$ cat src/rtl/pms_pkg.sv
`timescale 1ns / 1ps
// ----------------------------------------------------------------------------
// pms_pkg
// Shared constants, codes and types for the point set spanning tree block.
// ----------------------------------------------------------------------------
package pms_pkg;

	localparam int MAX_POINTS = 32;
	localparam int IDX_W      = $clog2(MAX_POINTS);
	localparam int CNT_W      = $clog2(MAX_POINTS + 1);
	localparam int COORD_W    = 16;
	localparam int SQ_W       = 2 * COORD_W;
	localparam int COST_W     = 35;

	typedef enum logic [1:0] {
		CMD_CLEAR   = 2'd0,
		CMD_ADD     = 2'd1,
		CMD_COMPUTE = 2'd2,
		CMD_NONE    = 2'd3
	} cmd_t;

	typedef enum logic [1:0] {
		ST_EDGE  = 2'd0,
		ST_FULL  = 2'd1,
		ST_EMPTY = 2'd2,
		ST_RSVD  = 2'd3
	} status_t;

	// one point on its way through the scan pipeline
	typedef struct packed {
		logic [IDX_W-1:0]          idx;
		logic [COST_W-1:0]         cost;
		logic [IDX_W-1:0]          parent;
		logic signed [COORD_W-1:0] x;
		logic signed [COORD_W-1:0] y;
	} scan_tag_t;

endpackage

$ cat src/rtl/pms_point_store.sv
`timescale 1ns / 1ps
// ----------------------------------------------------------------------------
// pms_point_store
// Coordinate memory: one write port, one read port, registered read data.
// ----------------------------------------------------------------------------
module pms_point_store import pms_pkg::*; (
	input  logic                      clk,
	input  logic                      we,
	input  logic [IDX_W-1:0]          waddr,
	input  logic signed [COORD_W-1:0] wx,
	input  logic signed [COORD_W-1:0] wy,
	input  logic [IDX_W-1:0]          raddr,
	output logic signed [COORD_W-1:0] rx,
	output logic signed [COORD_W-1:0] ry
);

	logic [2*COORD_W-1:0] mem [MAX_POINTS];
	logic [2*COORD_W-1:0] rdata_q;

	always_ff @(posedge clk) begin
		if (we) begin
			mem[waddr] <= {wx, wy};
		end
		rdata_q <= mem[raddr];
	end

	assign rx = rdata_q[2*COORD_W-1:COORD_W];
	assign ry = rdata_q[COORD_W-1:0];

endmodule

$ cat src/rtl/pms_cost_store.sv
`timescale 1ns / 1ps
// ----------------------------------------------------------------------------
// pms_cost_store
// Best known cost to the tree and the tree point giving it, per point.
// ----------------------------------------------------------------------------
module pms_cost_store import pms_pkg::*; (
	input  logic              clk,
	input  logic              we,
	input  logic [IDX_W-1:0]  waddr,
	input  logic [COST_W-1:0] wcost,
	input  logic [IDX_W-1:0]  wparent,
	input  logic [IDX_W-1:0]  raddr,
	output logic [COST_W-1:0] rcost,
	output logic [IDX_W-1:0]  rparent
);

	logic [COST_W+IDX_W-1:0] mem [MAX_POINTS];
	logic [COST_W+IDX_W-1:0] rdata_q;

	always_ff @(posedge clk) begin
		if (we) begin
			mem[waddr] <= {wcost, wparent};
		end
		rdata_q <= mem[raddr];
	end

	assign rcost   = rdata_q[COST_W+IDX_W-1:IDX_W];
	assign rparent = rdata_q[IDX_W-1:0];

endmodule

$ cat src/rtl/pms_dist_pipe.sv
`timescale 1ns / 1ps
// ----------------------------------------------------------------------------
// pms_dist_pipe
// Squared distance from the current tree point, three register stages.
// ----------------------------------------------------------------------------
module pms_dist_pipe import pms_pkg::*; (
	input  logic                      clk,
	input  logic                      arst_n,
	input  logic                      valid_s1,
	input  scan_tag_t                 tag_s1,
	input  logic signed [COORD_W-1:0] kx,
	input  logic signed [COORD_W-1:0] ky,
	output logic                      valid_s4,
	output scan_tag_t                 tag_s4,
	output logic [COST_W-1:0]         sum_s4,
	output logic                      active
);

	logic signed [COORD_W:0] dx, dy;
	logic [COORD_W:0]        ndx, ndy;
	logic                    v_s2, v_s3, v_s4;
	scan_tag_t               tag_s2, tag_s3, tag_s4_q;
	logic [COORD_W-1:0]      adx_s2, ady_s2;
	logic [SQ_W-1:0]         sqx_s3, sqy_s3;
	logic [COST_W-1:0]       sum_s4_q;

	assign dx  = {tag_s1.x[COORD_W-1], tag_s1.x} - {kx[COORD_W-1], kx};
	assign dy  = {tag_s1.y[COORD_W-1], tag_s1.y} - {ky[COORD_W-1], ky};
	assign ndx = -dx;
	assign ndy = -dy;

	always_ff @(posedge clk or negedge arst_n) begin
		if (!arst_n) begin
			v_s2 <= 1'b0;
			v_s3 <= 1'b0;
			v_s4 <= 1'b0;
		end else begin
			v_s2 <= valid_s1;
			v_s3 <= v_s2;
			v_s4 <= v_s3;
		end
	end

	always_ff @(posedge clk) begin
		// magnitude always fits the coordinate width
		adx_s2   <= dx[COORD_W] ? ndx[COORD_W-1:0] : dx[COORD_W-1:0];
		ady_s2   <= dy[COORD_W] ? ndy[COORD_W-1:0] : dy[COORD_W-1:0];
		tag_s2   <= tag_s1;
		sqx_s3   <= adx_s2 * adx_s2;
		sqy_s3   <= ady_s2 * ady_s2;
		tag_s3   <= tag_s2;
		sum_s4_q <= COST_W'(sqx_s3) + COST_W'(sqy_s3);
		tag_s4_q <= tag_s3;
	end

	assign valid_s4 = v_s4;
	assign tag_s4   = tag_s4_q;
	assign sum_s4   = sum_s4_q;
	assign active   = v_s2 | v_s3 | v_s4;

endmodule

$ cat src/rtl/prim_mst_point_set.sv
`timescale 1ns / 1ps
// ----------------------------------------------------------------------------
// prim_mst_point_set
// Minimum spanning tree (dense Prim) over a stored set of 2-D points.
// ----------------------------------------------------------------------------
// A command beat is taken when start is high and busy is low. Clear and add
// never raise busy. An add to a full store is dropped and answered in the
// next cycle by a strobe with status full. Compute with fewer than two
// points answers in the next cycle with status empty. Compute with n points
// raises busy and grows the tree from point 0, giving n-1 edge beats, the
// last one marked by last. Each edge costs one scan of the cost memory over
// points 1..n-1, one read a cycle through its read port, then a five-stage
// distance and update pipeline that drains, plus a parent coordinate read.
// Results appear on the result ports for one cycle with strobe high; the
// receiver cannot stall them. After reset the point set is empty and the
// memories hold nothing meaningful until points are added.
// ----------------------------------------------------------------------------
module prim_mst_point_set import pms_pkg::*; (
	input  logic                      clk,
	input  logic                      arst_n,
	input  logic                      start,
	output logic                      busy,
	input  logic [1:0]                command,
	input  logic signed [COORD_W-1:0] point_x,
	input  logic signed [COORD_W-1:0] point_y,
	output logic                      strobe,
	output logic signed [COORD_W-1:0] new_x,
	output logic signed [COORD_W-1:0] new_y,
	output logic signed [COORD_W-1:0] parent_x,
	output logic signed [COORD_W-1:0] parent_y,
	output logic [1:0]                status,
	output logic                      last
);

	typedef enum logic [6:0] {
		S_IDLE    = 7'b0000001,
		S_ORG_RD  = 7'b0000010,
		S_ORG_CAP = 7'b0000100,
		S_SCAN    = 7'b0001000,
		S_DRAIN   = 7'b0010000,
		S_PAR_RD  = 7'b0100000,
		S_EMIT    = 7'b1000000
	} state_t;

	state_t                    state_q;
	logic [CNT_W-1:0]          count_q;
	logic [CNT_W-1:0]          last_idx;
	logic [CNT_W-1:0]          edge_cnt_q;
	logic [MAX_POINTS-1:0]     in_tree_q;
	logic [IDX_W-1:0]          j_q;
	logic                      first_q;
	logic                      found_q;
	logic [IDX_W-1:0]          k_idx_q;
	logic signed [COORD_W-1:0] kx_q, ky_q;
	scan_tag_t                 best_q;

	logic                      accept;
	cmd_t                      cmd;
	logic                      issue;
	logic                      v_s1;
	logic [IDX_W-1:0]          j_s1;
	scan_tag_t                 tag_s1;
	logic                      dist_valid;

	logic                      valid_s4;
	scan_tag_t                 tag_s4;
	logic [COST_W-1:0]         sum_s4;
	logic                      dist_active;
	logic                      take;
	logic                      v_s5;
	scan_tag_t                 upd_s5;

	logic                      pt_we;
	logic [IDX_W-1:0]          pt_raddr;
	logic signed [COORD_W-1:0] pt_rx, pt_ry;
	logic [COST_W-1:0]         c_rcost;
	logic [IDX_W-1:0]          c_rparent;

	logic                      strobe_q;
	logic                      out_load;
	logic signed [COORD_W-1:0] new_x_q, new_y_q, parent_x_q, parent_y_q;
	logic [1:0]                status_q;
	logic                      last_q;

	assign accept   = start && (state_q == S_IDLE);
	assign cmd      = cmd_t'(command);
	assign busy     = (state_q != S_IDLE);
	assign last_idx = count_q - CNT_W'(1);
	assign issue    = (state_q == S_SCAN);
	assign pt_we    = accept && (cmd == CMD_ADD) && (count_q < CNT_W'(MAX_POINTS));

	always_comb begin
		case (state_q)
			S_SCAN:   pt_raddr = j_q;
			S_PAR_RD: pt_raddr = best_q.parent;
			default:  pt_raddr = '0;
		endcase
	end

	pms_point_store u_points (
		.clk   (clk),
		.we    (pt_we),
		.waddr (count_q[IDX_W-1:0]),
		.wx    (point_x),
		.wy    (point_y),
		.raddr (pt_raddr),
		.rx    (pt_rx),
		.ry    (pt_ry)
	);

	pms_cost_store u_costs (
		.clk     (clk),
		.we      (v_s5),
		.waddr   (upd_s5.idx),
		.wcost   (upd_s5.cost),
		.wparent (upd_s5.parent),
		.raddr   (j_q),
		.rcost   (c_rcost),
		.rparent (c_rparent)
	);

	// points already in the tree drop out of the scan here
	assign dist_valid = v_s1 && !in_tree_q[j_s1];
	always_comb begin
		tag_s1.idx    = j_s1;
		tag_s1.cost   = c_rcost;
		tag_s1.parent = c_rparent;
		tag_s1.x      = pt_rx;
		tag_s1.y      = pt_ry;
	end

	pms_dist_pipe u_dist (
		.clk      (clk),
		.arst_n   (arst_n),
		.valid_s1 (dist_valid),
		.tag_s1   (tag_s1),
		.kx       (kx_q),
		.ky       (ky_q),
		.valid_s4 (valid_s4),
		.tag_s4   (tag_s4),
		.sum_s4   (sum_s4),
		.active   (dist_active)
	);

	// first pass takes the distance to point 0 unconditionally
	assign take = first_q || (sum_s4 < tag_s4.cost);

	always_ff @(posedge clk or negedge arst_n) begin
		if (!arst_n) begin
			state_q    <= S_IDLE;
			count_q    <= '0;
			edge_cnt_q <= '0;
			in_tree_q  <= '0;
			j_q        <= '0;
			first_q    <= 1'b0;
			found_q    <= 1'b0;
			v_s1       <= 1'b0;
			v_s5       <= 1'b0;
			strobe_q   <= 1'b0;
		end else begin
			v_s1     <= issue;
			v_s5     <= valid_s4;
			strobe_q <= out_load;
			if (v_s5 && (!found_q || (upd_s5.cost < best_q.cost))) begin
				found_q <= 1'b1;
			end
			case (state_q)
				S_IDLE: begin
					if (accept) begin
						case (cmd)
							CMD_CLEAR: count_q <= '0;
							CMD_ADD: begin
								if (pt_we) begin
									count_q <= count_q + CNT_W'(1);
								end
							end
							CMD_COMPUTE: begin
								if (count_q >= CNT_W'(2)) begin
									in_tree_q  <= '0;
									edge_cnt_q <= '0;
									first_q    <= 1'b1;
									found_q    <= 1'b0;
									j_q        <= IDX_W'(1);
									state_q    <= S_ORG_RD;
								end
							end
							default: ;
						endcase
					end
				end
				S_ORG_RD:  state_q <= S_ORG_CAP;
				S_ORG_CAP: state_q <= S_SCAN;
				S_SCAN: begin
					if (CNT_W'(j_q) == last_idx) begin
						state_q <= S_DRAIN;
					end else begin
						j_q <= j_q + IDX_W'(1);
					end
				end
				S_DRAIN: begin
					if (!v_s1 && !dist_active && !v_s5) begin
						state_q <= S_PAR_RD;
					end
				end
				S_PAR_RD: begin
					in_tree_q[best_q.idx] <= 1'b1;
					edge_cnt_q            <= edge_cnt_q + CNT_W'(1);
					first_q               <= 1'b0;
					found_q               <= 1'b0;
					j_q                   <= IDX_W'(1);
					state_q               <= S_EMIT;
				end
				S_EMIT: begin
					state_q <= (edge_cnt_q == last_idx) ? S_IDLE : S_SCAN;
				end
				default: state_q <= S_IDLE;
			endcase
		end
	end

	// pipeline payload and pass bookkeeping
	always_ff @(posedge clk) begin
		j_s1          <= j_q;
		upd_s5.idx    <= tag_s4.idx;
		upd_s5.cost   <= take ? sum_s4 : tag_s4.cost;
		upd_s5.parent <= take ? k_idx_q : tag_s4.parent;
		upd_s5.x      <= tag_s4.x;
		upd_s5.y      <= tag_s4.y;
		// ascending scan with strict compare keeps the lowest index on ties
		if (v_s5 && (!found_q || (upd_s5.cost < best_q.cost))) begin
			best_q <= upd_s5;
		end
		if (state_q == S_ORG_RD) begin
			k_idx_q <= '0;
		end else if (state_q == S_ORG_CAP) begin
			kx_q <= pt_rx;
			ky_q <= pt_ry;
		end else if (state_q == S_PAR_RD) begin
			k_idx_q <= best_q.idx;
			kx_q    <= best_q.x;
			ky_q    <= best_q.y;
		end
	end

	// result beat register
	always_comb begin
		out_load = 1'b0;
		if (state_q == S_EMIT) begin
			out_load = 1'b1;
		end else if (accept && (cmd == CMD_ADD) && !pt_we) begin
			out_load = 1'b1;
		end else if (accept && (cmd == CMD_COMPUTE) && (count_q < CNT_W'(2))) begin
			out_load = 1'b1;
		end
	end

	always_ff @(posedge clk) begin
		if (state_q == S_EMIT) begin
			new_x_q    <= best_q.x;
			new_y_q    <= best_q.y;
			parent_x_q <= pt_rx;
			parent_y_q <= pt_ry;
			status_q   <= ST_EDGE;
			last_q     <= (edge_cnt_q == last_idx);
		end else if (out_load) begin
			new_x_q    <= '0;
			new_y_q    <= '0;
			parent_x_q <= '0;
			parent_y_q <= '0;
			status_q   <= (cmd == CMD_ADD) ? ST_FULL : ST_EMPTY;
			last_q     <= 1'b1;
		end
	end

	assign strobe   = strobe_q;
	assign new_x    = new_x_q;
	assign new_y    = new_y_q;
	assign parent_x = parent_x_q;
	assign parent_y = parent_y_q;
	assign status   = status_q;
	assign last     = last_q;

endmodule

$ cat config.mk
export PLATFORM = sky130hd
export DESIGN_NAME = prim_mst_point_set
export DESIGN_NICKNAME = d
export VERILOG_FILES = /design/src/rtl/pms_pkg.sv /design/src/rtl/pms_point_store.sv /design/src/rtl/pms_cost_store.sv /design/src/rtl/pms_dist_pipe.sv /design/src/rtl/prim_mst_point_set.sv
export SDC_FILE = /design/constraint.sdc
export NUM_CORES = 2
export LEC_CHECK = 0
export BUFFER_PORTS_ARGS = -buffer_cell sky130_fd_sc_hd__clkbuf_2
export CAP_MARGIN = 20
export CORE_MARGIN = 5
export CORE_UTILIZATION = 30
export DETAILED_ROUTE_END_ITERATION = 12
export GPL_TIMING_DRIVEN = 0
export PLACE_DENSITY = 0.43
export SKIP_LAST_GASP = 1
export SLEW_MARGIN = 20
export SYNTH_ARGS = -nofsm -noshare
export SYNTH_HDL_FRONTEND = slang
export SYNTH_SLANG_ARGS = --single-unit
$ cat constraint.sdc
create_clock -name clk -period 9.38 [get_ports clk]
set_input_delay 0.938 -clock clk [delete_from_list [all_inputs] [get_ports clk]]
set_output_delay 0.938 -clock clk [all_outputs]
set_load 0.01 [all_outputs]
## Word level (Yosys, flattened, before mapping)

Memory sizes are Yosys's and may differ from the RTL's. A register that Yosys moved wholly into a read port is not among the register bits.
Cells that the tools add are included.

- Register bits after elaboration: 689
- Bits in writable memories: 2304
- Input bits: 37
- Output and inout port bits: 69
- Word-level logic and storage cells: 188
- Memories: 2

Memory list:

| memory | words | width | read ports | clocked after memory_dff | write ports | line | text |
|---|---|---|---|---|---|---|---|
| u_costs.mem | 32 | 40 | 1 | 1 | 1 | pms_cost_store.sv:17 | `logic [COST_W+IDX_W-1:0] mem [MAX_POINTS];` |
| u_points.mem | 32 | 32 | 1 | 1 | 1 | pms_point_store.sv:17 | `logic [2*COORD_W-1:0] mem [MAX_POINTS];` |

- $add $sub $neg: 9
- Multipliers: 2
- Magnitude comparators: 8
- Equality and inequality tests: 19
- Mux-type cells: 59
- Bitwise logic cells: 5
- Reductions and logical operators: 31

Operators with widths:

| kind | count |
|---|---|
| 2-to-1 mux 16 bit | 11 |
| 2-to-1 mux 32 bit | 3 |
| < comparator 35 bit | 2 |
| multiplier 16 x 16 -> 32 bit | 2 |
| one-hot mux 32 bit (2 select lines) | 1 |
| one-hot mux 7 bit (7 select lines) | 1 |
| 2-to-1 mux 35 bit | 1 |
| 2-to-1 mux 7 bit | 5 |
| subtractor 16 x 16 -> 17 bit | 2 |
| adder 32 x 32 -> 33 bit | 1 |
| negator 16 bit | 2 |
| OR 32 bit | 1 |
| 2-to-1 mux 5 bit | 5 |
| 2-to-1 mux 6 bit | 4 |
| one-hot mux 6 bit (2 select lines) | 2 |
| 2-to-1 mux 1 bit | 18 |
| one-hot mux 5 bit (3 select lines) | 1 |
| adder 6 x 1 -> 6 bit, second input constant | 2 |
| < comparator 5 x 6 -> 1 bit, second input constant | 2 |
| logical AND 1 bit | 11 |
| one-hot mux 5 bit (2 select lines) | 1 |
| AND reduction 5 bit | 2 |
| inequality test 2 bit, second input constant | 4 |
| AND reduction 4 bit | 2 |
| 32 further kinds | 47 |

## Depth between registers and ports, before layout

- Depth after elaboration: 10
- Mapped depth: 25
- Mapped depth without buffers: 24

## Cells and area by module

Synthesis repeated with hierarchy kept, for this count alone.

- Cells, all modules: 8574
- Area total of the unflattened synthesis: 129406.6 sq um

Modules (own cells, without submodules):

| module | times used | cells each | area each (sq um) | seq. area each (sq um) |
|---|---|---|---|---|
| pms_cost_store | 1 | 2813 | 50564.7 | 39237.6 |
| pms_point_store | 1 | 2260 | 40485.1 | 31390.1 |
| pms_dist_pipe | 1 | 2517 | 25167.9 | 7241.9 |
| prim_mst_point_set | 1 | 984 | 13188.9 | 8534.4 |

## Worst setup path before layout

OpenSTA, ideal clock, no wires.

- Path type: reg2reg
- Start point: register state_q[3]
- End point: register status_q[1] (netlist: status[1])
- Setup time: 360 ps
- Arrival time: 6690 ps
- Required time: 9020 ps
- Path slack: 2330 ps
- Cell stages (with the launch flop): 8
- Buffers on the path: 0
- Period minus slack after synthesis: 7050 ps
- Cell sequence: dfrtp_1 -> nor3_1 -> nor3b_1 -> nand3b_1 -> nor3b_2 -> nand2_1 -> o21ai_0 -> a311oi_1

- Word-level cells in the longest chain between the ends: 8
- Elaborated cells between the ends (all ways): 12
- Classes of those cells: 2 x eq/ne; 3 x mux; 7 x reduce/logical

RTL lines:

| item | line | text |
|---|---|---|
| start: declaration | prim_mst_point_set.sv:45 | `state_t state_q;` |
| start signal: assignment | prim_mst_point_set.sv:214 | `state_q <= (edge_cnt_q == last_idx) ? S_IDLE : S_SCAN;` |
| equality test 7 x 1 -> 1 bit | prim_mst_point_set.sv:85 | `assign accept = start && (state_q == S_IDLE);` |
| logical AND 1 bit | prim_mst_point_set.sv:85 |  |
| logical AND 1 bit | prim_mst_point_set.sv:90, prim_mst_point_set.sv:250 |  |
| logical AND 1 bit | prim_mst_point_set.sv:90 | `assign pt_we = accept && (cmd == CMD_ADD) && (count_q < CNT_W'(MAX_POINTS));` |
| logical NOT 1 bit | prim_mst_point_set.sv:250 | `end else if (accept && (cmd == CMD_ADD) && !pt_we) begin` |
| logical AND 1 bit | prim_mst_point_set.sv:250 |  |
| 2-to-1 mux 1 bit | prim_mst_point_set.sv:250 |  |
| 2-to-1 mux 1 bit * | prim_mst_point_set.sv:248 | `if (state_q == S_EMIT) begin` |
| net out_load | prim_mst_point_set.sv:80 | `logic out_load;` |
| end signal: assignment | prim_mst_point_set.sv:270 | `status_q <= (cmd == CMD_ADD) ? ST_FULL : ST_EMPTY;` |
| end: declaration | prim_mst_point_set.sv:82 | `logic [1:0] status_q;` |

The timed path passes the listed nets; every way through them passes the cells marked *.
A chain may end at the register's enable or synchronous reset.

## Worst setup path after layout

- Start point: register u_dist.adx_s2[4]
- End point: register u_dist.sqx_s3[29]

- Word-level cells in the longest chain between the ends: 1

RTL lines:

| item | line | text |
|---|---|---|
| start: declaration | pms_dist_pipe.sv:23 | `logic [COORD_W-1:0] adx_s2, ady_s2;` |
| start signal: assignment | pms_dist_pipe.sv:46 | `adx_s2 <= dx[COORD_W] ? ndx[COORD_W-1:0] : dx[COORD_W-1:0];` |
| multiplier 16 x 16 -> 32 bit | pms_dist_pipe.sv:49 | `sqx_s3 <= adx_s2 * adx_s2;` |
| end signal: assignment | pms_dist_pipe.sv:49 |  |
| end: declaration | pms_dist_pipe.sv:24 | `logic [SQ_W-1:0] sqx_s3, sqy_s3;` |

No other way between the ends.

==> flow_metrics.py <==
metrics = {
    "clock_tree": {
        "cts_buffer_depth": 4,
        "cts_resized": 0,
        "cts_setup_buffers": 0,
        "insertion_delay_ns": 0.96,
        "cts_tree": "yes",
        "clk_pin_slew_ns": 0.07,
        "cts_root_buffer": "clkbuf_16",
        "cts_num_sinks": 3061,
        "holdBufCountCts": 1,
        "htreeDepth": 5,
        "numCtsBuffers": 345,
    },
    "synth": {
        "synth_cells": 8229,
        "synthDominantCellAreaShare_pct": 57.8,
        "synth_simple_gate_area_share_pct": 5.96,
        "synth.distinct_cells": 91,
        "synth_edf_count": 2478,
        "synthXorXnorAreaFrac_pct": 1.07,
        "synthMuxAreaShare_pct": 8.16,
        "synth_ff_type": "edfxtp_1",
        "synth_area_leader_cell": "edfxtp_1",
        "ys_ff_latch": 3061,
        "synthTopCellsByArea": "edfxtp_1 58%, dfxtp_1 8.1%, mux4_2 7.2%",
        "ys_async_sr_fraction_pct": 2.09,
        "postSynthAreaPerCell_um2": 15.7,
        "synth_top_family_by_area": "adder cells",
        "synth_compound_area_share_pct": 6.33,
        "synth-adder-area-share_pct": 8.34,
        "syn_area_um2": 129000,
        "synth_sequential_area_ratio_pct": 67.1,
        "yosys_warnings": 0,
    },
    "floorplanning": {
        "start_util_pct": 30.1,
        "rows": 240,
        "die_area_um2": 443000,
        "core_um2": 428000,
        "io_pins": 106,
        "die_w_um": 665,
        "die_y_um": 665,
    },
    "setup_path": {
        "worstRegToRegCells": 24,
        "critical_path_class": "reg2reg",
        "cp-start-kind": "flop",
        "r2r-start": "u_dist.adx_s2[4]",
        "r2r_slack_ns": 1.65,
        "r2r_end": "u_dist.sqx_s3[29]",
        "cpMaxStageDelayCell": "o21ai_0",
        "cp-end-kind": "flop",
        "slowest_delay_ns": 0.61,
        "crit_top_cell": "fa_1",
        "path_cells": "clkbuf_1 > clkbuf_1 > nand2_1 > inv_1 > fa_1 > inv_1 > fa_1 > inv_1 > fa_1 > fa_1 > fa_1 > inv_1 > fa_1 > inv_1 > ha_1 > o21ai_0 > o211ai_1 > o211ai_1 > o21ai_0 > a211oi_1 > nor3b_1 > o21ai_0 > nand2b_1 > xor2_1",
        "cp.arrival_ns": 8.49,
        "worstSetupStartpoint": "u_dist.adx_s2[4]",
        "crit_required_ns": 10.15,
        "crit_fanout": 10,
    },
    "timing": {
        "fin_ws_ns": 1.65,
        "post-route-min-period_ns": 7.73,
        "finalHoldViolCount": 0,
        "clock_skew_ns": 0.0966,
        "fmax_mhz": 129,
        "rsz0062_at_grt": "false",
        "setup_viol": 0,
        "fin_crit_sh_pct": 82.4,
        "tightestPinTransition_ns": 1.31,
        "whs_ns": 0.272,
        "max_slew_margin_pct": 12.1,
        "report.final.slew_viol_count": 0,
    },
    "min_path": {
        "min-delay-start": "u_dist.tag_s3[12]",
        "min_to": "u_dist.tag_s4[12]",
        "hp-class": "reg2reg",
        "whs_path_depth": 0,
    },
    "routing": {
        "drtIter0Drc": 5642,
        "viasPerCell": 4.84,
        "drc": 0,
        "vias": 71700,
        "drt_wl_total_mm": 378,
        "ant_nets": 0,
        "first_pass_iters": 6,
        "wl_per_cell_um": 25.5,
    },
    "layout": {
        "num-nets-final": 9509,
        "final_common_cell": "edfxtp_1",
        "stdcell_count": 14800,
        "final_cell_mix": "2478 x edfxtp_1, 744 x nand2_1, 638 x inv_1",
        "area_delta_synth_final_pct": 17.5,
        "drive_gt1_share_pct": 16.5,
    },
    "global_route": {
        "grt_max_degree": 35,
        "grt_pass1_wl_mm": 541,
        "grt_pass1_vias": 75100,
        "overflow": 0,
        "grtUsageTotal_pct": 16.7,
        "antenna_found_initial": 36,
    },
    "placement": {
        "dp_worst_setup_slack_ns": 1.51,
        "port_buffers": 105,
        "gp_congestion": 0.824,
        "dp_hpwl_mm": 270,
        "dpl.cell_count": 14100,
    },
    "job": {
        "maxCapViolations": 0,
    },
    "run_status": {
        "outcome": "finished clean",
    },
}
## Yosys cell counts (all sizes together) (112+ instances only)
library cell	count
a211oi	368
a21oi	238
a311oi	132
a31oi	141
and2	400
clkbuf	315
dfxtp	519
edfxtp	2478
fa	326
ha	337
inv	638
mux2	112
mux4	410
nand2	745
nor2	230
## cells by family (layout without fill, tap and decap cells)
| family | count (synthesis) | in the layout |
|---|---|---|
| flip-flops | 3061 | 3061 |
| AND/OR/NAND/NOR | 1612 | 1612 |
| AO/OA/AOI/OAI | 1170 | 1170 |
| buffers and inverters | 1040 | 1912 |
| adder cells (fa/ha/maj) | 663 | 663 |
| multiplexers | 524 | 524 |
| XOR/XNOR | 158 | 158 |
| other | 1 | 7 |
## worst max-delay path by stage
| stage | end | slack, ns |
|---|---|---|
| 2_1_floorplan | status[1] | 2.33 |
| 3_3_place_gp | best_q[23] | -2.22 |
| 3_5_place_dp | u_dist.sqx_s3[29] | 1.51 |
| 4_1_cts | u_dist.sqx_s3[29] | 1.43 |
| 5_1_grt | u_dist.sqx_s3[29] | 1.11 |
| 6_report | u_dist.sqx_s3[29] | 1.65 |
## stage by stage
step	setup TNS, ns	util (%)	cell area, µm²
after detailed placement	0	32.7	140000
after global placement	-255.62	31.9	136000
after CTS	0	35.4	151000
after global routing	0	35.4	151000
after floorplan	0	-	129000
final	0	35.4	151000
## cell type report
cell class,instances,area [µm²]
multi-input combinational,4129,39000
clock inverter,140,1330
inverter,639,2400
buffer,401,1620
clock buffer,500,10100
timing repair buffer,232,3420
sequential,3061,86400
fill,40800,276000
tap,5687,7120
antenna,5,12.5
## routing by layer
layer  global-route usage [%]  routed length, µm  up-vias
met4                     5.16              12700       10
li1                         -                  -    31900
met5                        0                 62        -
met1                     22.2             162000    37500
met3                     2.04              16400      526
met2                     28.7             187000     1717
## critical path: cells and delay by family (launching register included)
family | cells | cell delay [ns]
AOI/OAI and AO/OA | 6 | 1.55
xor gates and xnor gates | 1 | 0.33
and+or+nand+nor | 3 | 0.74
DFF | 1 | 0.44
adders and majority gates | 7 | 3.10
buffers and inverters | 7 | 1.42
## flip-flops by register name (all words and copies together) (netlist names), 32 cells and up
name              count
in_tree_q            32
u_dist.sum_s4        33
upd_s5               77
u_points.rdata_q     32
u_dist.tag_s2        77
u_costs.mem        1280
u_dist.tag_s3        77
u_dist.tag_s4        77
u_costs.rdata_q      40
u_points.mem       1024
best_q               77
Power is not shown: default switching activity piles up to over one toggle a cycle in this logic, so the estimate is an artifact.
